===== src/rtl/pidl_pkg.sv =====
// Shared types and constants for the positional insert/delete list unit.
// No dependencies.
package pidl_pkg;

    localparam int DEPTH_DEF = 16;
    localparam int IDX_W     = 9;   // holds any cell index or count up to 256
    localparam int CAP_W     = 5;
    localparam int POS_W     = 5;
    localparam int DATA_W    = 32;

    localparam logic [CAP_W-1:0]  CAP_RESET = 5'd16;
    localparam logic [DATA_W-1:0] NO_DATA   = '1;

    localparam logic [2:0] MODE_APPEND     = 3'd0;
    localparam logic [2:0] MODE_INSERT     = 3'd1;
    localparam logic [2:0] MODE_REMOVE_END = 3'd2;
    localparam logic [2:0] MODE_REMOVE_POS = 3'd3;
    localparam logic [2:0] MODE_READ       = 3'd4;

    typedef enum logic [1:0] {
        CELL_HOLD   = 2'd0,
        CELL_INSERT = 2'd1,
        CELL_REMOVE = 2'd2
    } cell_op_t;

    typedef struct packed {
        cell_op_t                 op;
        logic [IDX_W-1:0]         where;
        logic [DATA_W-1:0]        value;
    } cell_ctl_t;

    typedef struct packed {
        logic [2:0]               mode;
        logic [POS_W-1:0]         position;
        logic signed [DATA_W-1:0] value;
    } req_t;

    typedef struct packed {
        logic                     ok;
        logic signed [DATA_W-1:0] data;
        logic [CAP_W-1:0]         count;
        logic                     empty_res;
        logic                     full_res;
    } res_t;

endpackage


===== src/rtl/pidl_cell.sv =====
// One list slot: holds an entry and takes from its neighbors on shifts.
// Depends on pidl_pkg.
module pidl_cell #(
    parameter int IDX = 0
) (
    input  logic                            clk,
    input  pidl_pkg::cell_ctl_t             ctl,
    input  logic [pidl_pkg::DATA_W-1:0]     prev_data,
    input  logic [pidl_pkg::DATA_W-1:0]     next_data,
    output logic [pidl_pkg::DATA_W-1:0]     data
);
    import pidl_pkg::*;

    localparam logic [IDX_W-1:0] MY_IDX = IDX_W'(IDX);

    logic [DATA_W-1:0] data_reg;
    logic [DATA_W-1:0] data_next;

    always_comb
    begin
        data_next = data_reg;
        case (ctl.op)
            CELL_INSERT:
            begin
                if (MY_IDX == ctl.where)
                    data_next = ctl.value;
                else if (MY_IDX > ctl.where)
                    data_next = prev_data;
            end
            CELL_REMOVE:
            begin
                if (MY_IDX >= ctl.where)
                    data_next = next_data;
            end
            default:
                data_next = data_reg;
        endcase
    end

    always_ff @(posedge clk)
    begin
        data_reg <= data_next;
    end

    assign data = data_reg;

endmodule


===== src/rtl/positional_insert_delete_list_unit.sv =====
// Positional insert/delete list: a row of DEPTH cells shifting in place.
// done rises in the cycle after an accepted start; one request per cycle, busy stays low.
// Shifts happen across all cells in the accept cycle; the read select is one mux.
// Reset clears count to 0 and capacity to 16; cell contents are undefined until written.
// Results cannot be stalled: each beat is on res for the single cycle done is high.
// Depends on pidl_pkg and pidl_cell.
module positional_insert_delete_list_unit #(
    parameter int DEPTH = pidl_pkg::DEPTH_DEF
) (
    input  logic                        clk,
    input  logic                        rst_n,
    input  logic                        start,
    output logic                        busy,
    input  pidl_pkg::req_t              req,
    output logic                        done,
    output pidl_pkg::res_t              res,
    input  logic                        cfg_we,
    input  logic [pidl_pkg::CAP_W-1:0]  cfg_data
);
    import pidl_pkg::*;

    localparam int CW = $clog2(DEPTH + 1);
    localparam int AW = $clog2(DEPTH);
    localparam int PW = (CW > CAP_W) ? CW : CAP_W;
    localparam logic [PW-1:0] DEPTH_X = PW'(DEPTH);

    logic [CAP_W-1:0]  capacity_reg;
    logic [CW-1:0]     count_reg;
    logic [CW-1:0]     count_next;
    logic              done_reg;
    res_t              res_reg;
    res_t              res_next;

    logic [DATA_W-1:0] cell_q [DEPTH];
    cell_ctl_t         ctl;

    logic [PW-1:0]     cap_x;
    logic [PW-1:0]     cnt_x;
    logic [PW-1:0]     pos_x;
    logic [PW-1:0]     eff_cap;
    logic [PW-1:0]     sel_x;
    logic [PW-1:0]     cnt_new_x;
    logic              full_now;
    logic [DATA_W-1:0] rd_data;
    logic              accept;

    assign accept = start && !busy;
    assign busy   = 1'b0;

    assign cap_x   = PW'(capacity_reg);
    assign cnt_x   = PW'(count_reg);
    assign pos_x   = PW'(req.position);
    assign eff_cap = (cap_x > DEPTH_X) ? DEPTH_X : cap_x;
    assign full_now = cnt_x >= eff_cap;

    assign sel_x   = (req.mode == MODE_REMOVE_END) ? (cnt_x - PW'(1)) : pos_x;
    assign rd_data = cell_q[sel_x[AW-1:0]];

    always_comb
    begin
        ctl.op      = CELL_HOLD;
        ctl.where   = IDX_W'(pos_x);
        ctl.value   = req.value;
        count_next  = count_reg;
        res_next.ok   = 1'b0;
        res_next.data = NO_DATA;
        case (req.mode)
            MODE_APPEND:
            begin
                if (!full_now)
                begin
                    ctl.op      = CELL_INSERT;
                    ctl.where   = IDX_W'(cnt_x);
                    count_next  = count_reg + CW'(1);
                    res_next.ok = 1'b1;
                end
            end
            MODE_INSERT:
            begin
                if (!full_now && pos_x <= cnt_x)
                begin
                    ctl.op      = CELL_INSERT;
                    count_next  = count_reg + CW'(1);
                    res_next.ok = 1'b1;
                end
            end
            MODE_REMOVE_END:
            begin
                if (cnt_x != '0)
                begin
                    count_next    = count_reg - CW'(1);
                    res_next.ok   = 1'b1;
                    res_next.data = rd_data;
                end
            end
            MODE_REMOVE_POS:
            begin
                if (pos_x < cnt_x)
                begin
                    ctl.op        = CELL_REMOVE;
                    count_next    = count_reg - CW'(1);
                    res_next.ok   = 1'b1;
                    res_next.data = rd_data;
                end
            end
            MODE_READ:
            begin
                if (pos_x < cnt_x)
                begin
                    res_next.ok   = 1'b1;
                    res_next.data = rd_data;
                end
            end
            default:
            begin
                res_next.ok = 1'b0;
            end
        endcase
        if (!accept)
            ctl.op = CELL_HOLD;
        cnt_new_x          = PW'(count_next);
        res_next.count     = CAP_W'(count_next);
        res_next.empty_res = (count_next == '0);
        res_next.full_res  = cnt_new_x >= eff_cap;
    end

    genvar gi;
    generate
        for (gi = 0; gi < DEPTH; gi++)
        begin : g_cell
            logic [DATA_W-1:0] prev_d;
            logic [DATA_W-1:0] next_d;
            if (gi == 0)
            begin : g_first
                assign prev_d = '0;
            end
            else
            begin : g_mid_prev
                assign prev_d = cell_q[gi-1];
            end
            if (gi == DEPTH - 1)
            begin : g_last
                assign next_d = '0;
            end
            else
            begin : g_mid_next
                assign next_d = cell_q[gi+1];
            end
            pidl_cell #(
                .IDX (gi)
            ) u_cell (
                .clk       (clk),
                .ctl       (ctl),
                .prev_data (prev_d),
                .next_data (next_d),
                .data      (cell_q[gi])
            );
        end
    endgenerate

    always_ff @(posedge clk or negedge rst_n)
    begin
        if (!rst_n)
        begin
            capacity_reg <= CAP_RESET;
            count_reg    <= '0;
            done_reg     <= 1'b0;
        end
        else
        begin
            if (cfg_we)
                capacity_reg <= cfg_data;
            if (accept)
                count_reg <= count_next;
            done_reg <= accept;
        end
    end

    always_ff @(posedge clk)
    begin
        if (accept)
            res_reg <= res_next;
    end

    assign done = done_reg;
    assign res  = res_reg;

endmodule

===== config.mk =====
export PLATFORM = sky130hd
export DESIGN_NAME = positional_insert_delete_list_unit
export DESIGN_NICKNAME = d
export VERILOG_FILES = /design/src/rtl/pidl_pkg.sv /design/src/rtl/pidl_cell.sv /design/src/rtl/positional_insert_delete_list_unit.sv
export SDC_FILE = /design/constraint.sdc
export NUM_CORES = 2
export LEC_CHECK = 0
export BUFFER_PORTS_ARGS = -buffer_cell sky130_fd_sc_hd__buf_2
export CORE_MARGIN = 4
export CORE_UTILIZATION = 40
export DETAILED_ROUTE_END_ITERATION = 8
export MAX_ROUTING_LAYER = met4
export PLACE_DENSITY = 0.63
export SKIP_LAST_GASP = 1
export SYNTH_ARGS = -nofsm -noshare
export SYNTH_HDL_FRONTEND = slang
export SYNTH_HIERARCHICAL = 1
export SYNTH_SLANG_ARGS = --single-unit
export TNS_END_PERCENT = 30

===== constraint.sdc =====
create_clock -name clk -period 18.3 [get_ports clk]
set_clock_uncertainty 0.15 [all_clocks]
set_input_delay 3.66 -clock clk [delete_from_list [all_inputs] [get_ports clk]]
set_output_delay 3.66 -clock clk [all_outputs]
set_load 0.1 [all_outputs]

Word level (Yosys, flattened, before mapping). Cells that the tools add are included.

Divide/modulo/power cells: 0. Shifts and indexed selects: 0. Add/subtract/negate cells: 2. Mux-type cells: 86. Bitwise gates (word level): 1. Equal/unequal tests: 53. $mul: 0. Reductions and logical operators: 24. Magnitude comparators: 38.

Operators with widths (count): 32-bit 2-to-1 mux (50); 32-bit case mux with 2 select lines (17); 32-bit binary-select mux with 4-bit select (1); 4-bit by 9-bit equality test with 1-bit output (first input constant) (8); 4-bit by 9-bit greater-or-equal comparator with 1-bit output (first input constant) (8); 4-bit by 9-bit > comparator with 1-bit output (first input constant) (8); 33-bit 2-to-1 mux (2); 3-bit by 1-bit inequality test with 1-bit output (second input constant) (16); 3-bit AND reduction (16); 3-bit by 9-bit equality test with 1-bit output (first input constant) (4); 3-bit by 9-bit greater-or-equal comparator with 1-bit output (first input constant) (4); 3-bit by 9-bit > comparator with 1-bit output (first input constant) (4); 2-bit by 1-bit inequality test with 1-bit output (second input constant) (16); 5-bit 2-to-1 mux (5); 5-bit case mux with 4 select lines (1); 2-bit by 9-bit equality test with 1-bit output (first input constant) (2); 1-bit by 9-bit greater-or-equal comparator with 1-bit output (first input constant) (2); 2-bit by 9-bit greater-or-equal comparator with 1-bit output (first input constant) (2); 1-bit by 9-bit > comparator with 1-bit output (first input constant) (2); 2-bit by 9-bit > comparator with 1-bit output (first input constant) (2); 5-bit greater-or-equal comparator (2); 10-bit 2-to-1 mux (1); 1-bit by 9-bit equality test with 1-bit output (first input constant) (1); 9-bit logical NOT (1); other kinds (25) (29).

Bits in read-only memories: 0. Bits in writable memories: 0. Bits of input ports: 49. Register bits after elaboration: 563. Output and inout bits: 42. Bits in latches: 0. Logic and storage cells: 228. Memories: 0.

Depth between registers and ports, before layout.
Depth after elaboration: 11. Gate-level depth with buffers: 15. Mapped depth without buffers: 15.

Hierarchy. The synthesis kept the hierarchy.

Modules (own cells, without submodules): positional_insert_delete_list_unit (instances 1, seq. area each 1477.7 µm², area an instance 7176.9 µm², cells an instance 1178); pidl_cell (g_cell[14].u_cell) (instances 1, seq. area each 960.9 µm², area an instance 2279.7 µm², cells an instance 232); pidl_cell (g_cell[6].u_cell) (instances 1, seq. area each 960.9 µm², area an instance 2129.5 µm², cells an instance 198); pidl_cell (g_cell[4].u_cell) (instances 1, seq. area each 960.9 µm², area an instance 2118.3 µm², cells an instance 199); pidl_cell (g_cell[8].u_cell) (instances 1, seq. area each 960.9 µm², area an instance 2103.3 µm², cells an instance 197); pidl_cell (g_cell[12].u_cell) (instances 1, seq. area each 960.9 µm², area an instance 2102.0 µm², cells an instance 198); pidl_cell (g_cell[11].u_cell) (instances 1, seq. area each 960.9 µm², area an instance 2078.2 µm², cells an instance 196); pidl_cell (g_cell[10].u_cell) (instances 1, seq. area each 960.9 µm², area an instance 2077.0 µm², cells an instance 199); pidl_cell (g_cell[0].u_cell) (instances 1, seq. area each 960.9 µm², area an instance 2074.5 µm², cells an instance 197); pidl_cell (g_cell[5].u_cell) (instances 1, seq. area each 960.9 µm², area an instance 2064.5 µm², cells an instance 197); pidl_cell (g_cell[9].u_cell) (instances 1, seq. area each 960.9 µm², area an instance 2060.7 µm², cells an instance 226); pidl_cell (g_cell[7].u_cell) (instances 1, seq. area each 960.9 µm², area an instance 2057.0 µm², cells an instance 197); pidl_cell (g_cell[13].u_cell) (instances 1, seq. area each 960.9 µm², area an instance 2053.2 µm², cells an instance 225); pidl_cell (g_cell[15].u_cell) (instances 1, seq. area each 960.9 µm², area an instance 2043.2 µm², cells an instance 224); 3 more rows.

Worst setup path after synthesis. OpenSTA, ideal clock, no wires.

Path type: input -> register. Start point: in req[35] in the netlist's numbering. End point: reg g_cell[9].u_cell.data_reg[0], enable pin. Library setup time: 0.513 ns. Setup slack: 8.145 ns. Data arrival time: 9.492 ns. Cell stages on the path: 8. Path buffers: 0. Cells stage by stage: ha_1 > a21oi_1 > a21boi_0 > o211ai_1 > nand3_1 > nor2_1 > xnor2_1 > nor4b_1.

RTL lines: start, declared (RTL line positional_insert_delete_list_unit.sv:14) `input pidl_pkg::req_t req,`; end signal, assigned (RTL line pidl_cell.sv:42) `data_reg <= data_next;`; end, declared (RTL line pidl_cell.sv:16) `logic [DATA_W-1:0] data_reg;`.

==> results.sh <==
export IMPL_cts_root_buf="clkbuf_16"
export IMPL_worst_slew_pin_slew_ns=1.36
export IMPL_min_to="cap_x[1]"
export IMPL_yosys_area_top_type="edfxtp_1"
export IMPL_async_flop_share_pct=1.95
export IMPL_wl_per_cell_um=26.4
export IMPL_post_cts_repair_setup_buffers=0
export IMPL_yosys_mux_area_fraction_pct=6.52
export IMPL_wl_mm=144
export IMPL_critPathMaxStageDelay_ns=1.10
export IMPL_drv_cap=0
export IMPL_antenna_left=0
export IMPL_antenna_found_initial=4
export IMPL_synth_area_leaders="edfxtp_1 (41%), o31ai_2 (8.8%), a31oi_1 (7.5%), nand2_1 (5.0%), nand4_1 (4.5%)"
export IMPL_start_util_pct=40.2
export IMPL_cts_num_sinks=563
export IMPL_worstPathCellList="buf_2 > ha_1 > a21oi_1 > a21boi_0 > nor2_1 > and4_2 > buf_4 > nor2b_4 > nand4b_4 > mux2_2"
export IMPL_stdcell_area_mm2=0.0436
export IMPL_worst_path_buf_inv=2
export IMPL_cts_buffers=69
export IMPL_synth_top_area_share_pct=41.2
export IMPL_worstPathArrival_ns=7.88
export IMPL_holdWs_ns=0.359
export IMPL_synth_avg_cell_area_um2=9.59
export IMPL_fin_crit_ns=7.67
export IMPL_placed_cell_area_mm2=0.0414
export IMPL_synth_area_mm2=0.0402
export IMPL_largest_register_ffs=512
export IMPL_route_detailed_drc=0
export IMPL_synth_cell_types=75
export IMPL_syn_inst=4194
export IMPL_cts_buffer_depth=3
export IMPL_setup_viol_count_final=0
export IMPL_drive_gt1_share_pct=20.3
export IMPL_area_growth_pct=8.40
export IMPL_fin_ws_ns=10.63
export IMPL_synth_simple_gate_area_share_pct=21.5
export IMPL_crit_family="simple AND/OR/NAND/NOR gates"
export IMPL_hpwl_mm=93.4
export IMPL_fmax_ghz=0.130
export IMPL_ys_seq_area_share_pct=41.9
export IMPL_hp_start="cap_x[1]"
export IMPL_status="completed"
export IMPL_grt_setup_unrepaired="false"
export IMPL_grt_pass1_vias=33700
export IMPL_crit_path_top_delay_cell="nor2b_4"
export IMPL_synth_ff_type="edfxtp_1"
export IMPL_grt_pass1_wl_mm=217
export IMPL_final_cells=5456
export IMPL_ys_warnings_count=6
export IMPL_clk_latency_ns=0.63
export IMPL_fp_dieArea_mm2=0.106
export IMPL_synth_xor_xnor_area_share_pct=0.370
export IMPL_overflow=0
export IMPL_via_per_inst=6.55
export IMPL_setup_tns_ns=0
export IMPL_core_mm2=0.100
export IMPL_final_hold_violation_count=0
export IMPL_power_density_mw_per_mm2=85.1
export IMPL_required_ns=18.52
export IMPL_portBuffers=89
export IMPL_io_pins=91
export IMPL_worstHoldPathCells=1
export IMPL_final_nets=4165
export IMPL_timing_rr_start="cnt_x[0]"
export IMPL_htreeDepth=3
export IMPL_max_vdd_ir_drop_mv=0.0799
export IMPL_maxSlewViolCount=0
export IMPL_cts_tree="done"
export IMPL_dp_cells=5326
export IMPL_die_w_um=325
export IMPL_synth_adder_area_share_pct=0.529
export IMPL_synth_compound_area_share_pct=21.8
export IMPL_reg2regPathDepth=12
export IMPL_post_route_period_util_pct=41.9
export IMPL_power_leakage_nw=14.5
export IMPL_grt_start_max_net_pins=155
export IMPL_drt_iter0_markers=3889
export IMPL_num_vias=35700
export IMPL_synth_top_family_by_area="compound AO/OA/AOI/OAI gates"
export IMPL_r2r_slack_ns=12.08
export IMPL_r2r_end="g_cell[12].u_cell/data[9]"
export IMPL_gp_congestion=0.916
export IMPL_dr_pass1_iters=6
export IMPL_hp_class="reg -> reg"
export IMPL_cp_max_fo=33
export IMPL_grt_usage_pct=26.7
export IMPL_crit_path_end_kind="register"
export IMPL_row_count=116
export IMPL_relSlewSlack_pct=9.44
export IMPL_die_height_um=325
export IMPL_holdBufCountCts=0
export IMPL_clkTransAtPathRegs_ns=0.06
export IMPL_pre_cts_ws_ns=10.06
export IMPL_worstSetupPathType="in -> reg"
export IMPL_start_kind="input port"
export IMPL_cts_repair_resized=0
export IMPL_synth_seq_cells=563
export IMPL_synth_edf_count=552
-- Yosys cell counts, types with 4 or more instances --
master       n
nand4_1    291
nand2_1    533
o31ai_1    135
a22oi_1     31
a31oi_1    482
nand4bb_1    4
xnor2_1     12
or4_4        6
clkbuf_1   304
ha_1        17
or2_2        5
edfxtp_1   552
buf_1       48
nand3_1    136
buf_4        6
mux2_2     110
nor2_1     432
buf_6       52
o31ai_2    282
mux2_4      90
a21oi_1     14
xor2_1       5
nor4_2      12
dfrtp_1     10
nor3_1      11
buf_2       78
or4_1      103
nor4_1       7
nand4b_1    35
o21ai_0     19
and3_1      69
nand2b_1    16
a311oi_1    65
buf_12       9
inv_1      116
nor2b_1     42
-- worst register-to-register path, stage by stage, from the launching register on --
cell and delay [ns]:
dfrtp_1 0.60, inv_1 0.31, ha_1 0.36, nand2b_1 0.14
a31oi_1 0.29, o21a_1 0.33, nand3_1 0.50, nand2_1 0.30
o21ai_4 0.07, buf_4 0.28, or4_2 1.16, nor3_2 0.93
buf_4 0.44
-- power breakdown --
part | total, mW | switching (mW) | internal, mW
Clock | 1.35 | 0.583 | 0.766
Combinational | 0.892 | 0.690 | 0.202
Sequential | 1.47 | 0.0271 | 1.44
Total | 3.71 | 1.30 | 2.41
-- routing by layer --
layer,up-vias,global-route usage [%],wire [um]
met1,17500,33.0,55600
li1,15800,-,-
met5,-,-,0
met2,1970,42.2,68000
met3,435,2.61,10400
met4,0,16.6,10100
-- cell usage in the layout (no fill, tap or decap), types with 15 or more instances in the layout --
| master | n |
|---|---|
| or4_1 | 100 |
| nor2_1 | 426 |
| inv_1 | 116 |
| a31oi_1 | 482 |
| ha_1 | 17 |
| o31ai_1 | 135 |
| edfxtp_1 | 552 |
| buf_4 | 76 |
| conb_1 | 167 |
| nand4_1 | 291 |
| nand2_1 | 533 |
| a22oi_1 | 31 |
| a311oi_1 | 64 |
| mux2_4 | 90 |
| mux2_2 | 110 |
| clkbuf_16 | 73 |
| o31ai_2 | 282 |
| nand3_1 | 135 |
| clkinv_2 | 15 |
| and3_1 | 67 |
| clkinv_1 | 17 |
| nand4b_1 | 35 |
| nor2b_1 | 38 |
| buf_2 | 89 |
-- cell type report --
class / count / area (um^2)
tap: 1298 / 1620
sequential: 563 / 16900
multi-input combinational: 3182 / 21500
antenna: 3 / 7.51
timing repair buffer: 167 / 1060
clock buffer: 88 / 1900
clock inverter: 39 / 251
inverter: 116 / 435
fill: 9590 / 56400
-- cell families after synthesis --
family	after synthesis
other	1
muxes	203
buffers and inverters	615
DFF	563
and+or+nand+nor	1726
xor gates and xnor gates	17
AOI/OAI and AO/OA	1052
adders and majority gates	17
-- through the flow --
stage               power, mW  utilization (%)
detailed placement       2.36             41.4
floorplan                2.09                -
global placement         2.36             41.4
CTS                      3.70             43.6
global route             3.83             43.6
finish                   3.71             43.6
-- how the worst max path moves through the flow --
| stage | startpoint | to | slack (ns) | cells after the start |
|---|---|---|---|---|
| 5_1_grt | req[39] | g_cell[12].u_cell/data[9] | 10.42 | 9 |
| 3_5_place_dp | req[35] | g_cell[1].u_cell/data[31] | 10.06 | 10 |
| 4_1_cts | req[39] | g_cell[12].u_cell/data[9] | 10.69 | 9 |
| 2_1_floorplan | req[35] | g_cell[9].u_cell/data[0] | 8.15 | 8 |
| 6_report | req[35] | g_cell[1].u_cell/data[31] | 10.63 | 10 |
| 3_3_place_gp | req[35] | g_cell[2].u_cell/data[31] | 10.05 | 10 |
(Power assumes the default switching activity.)
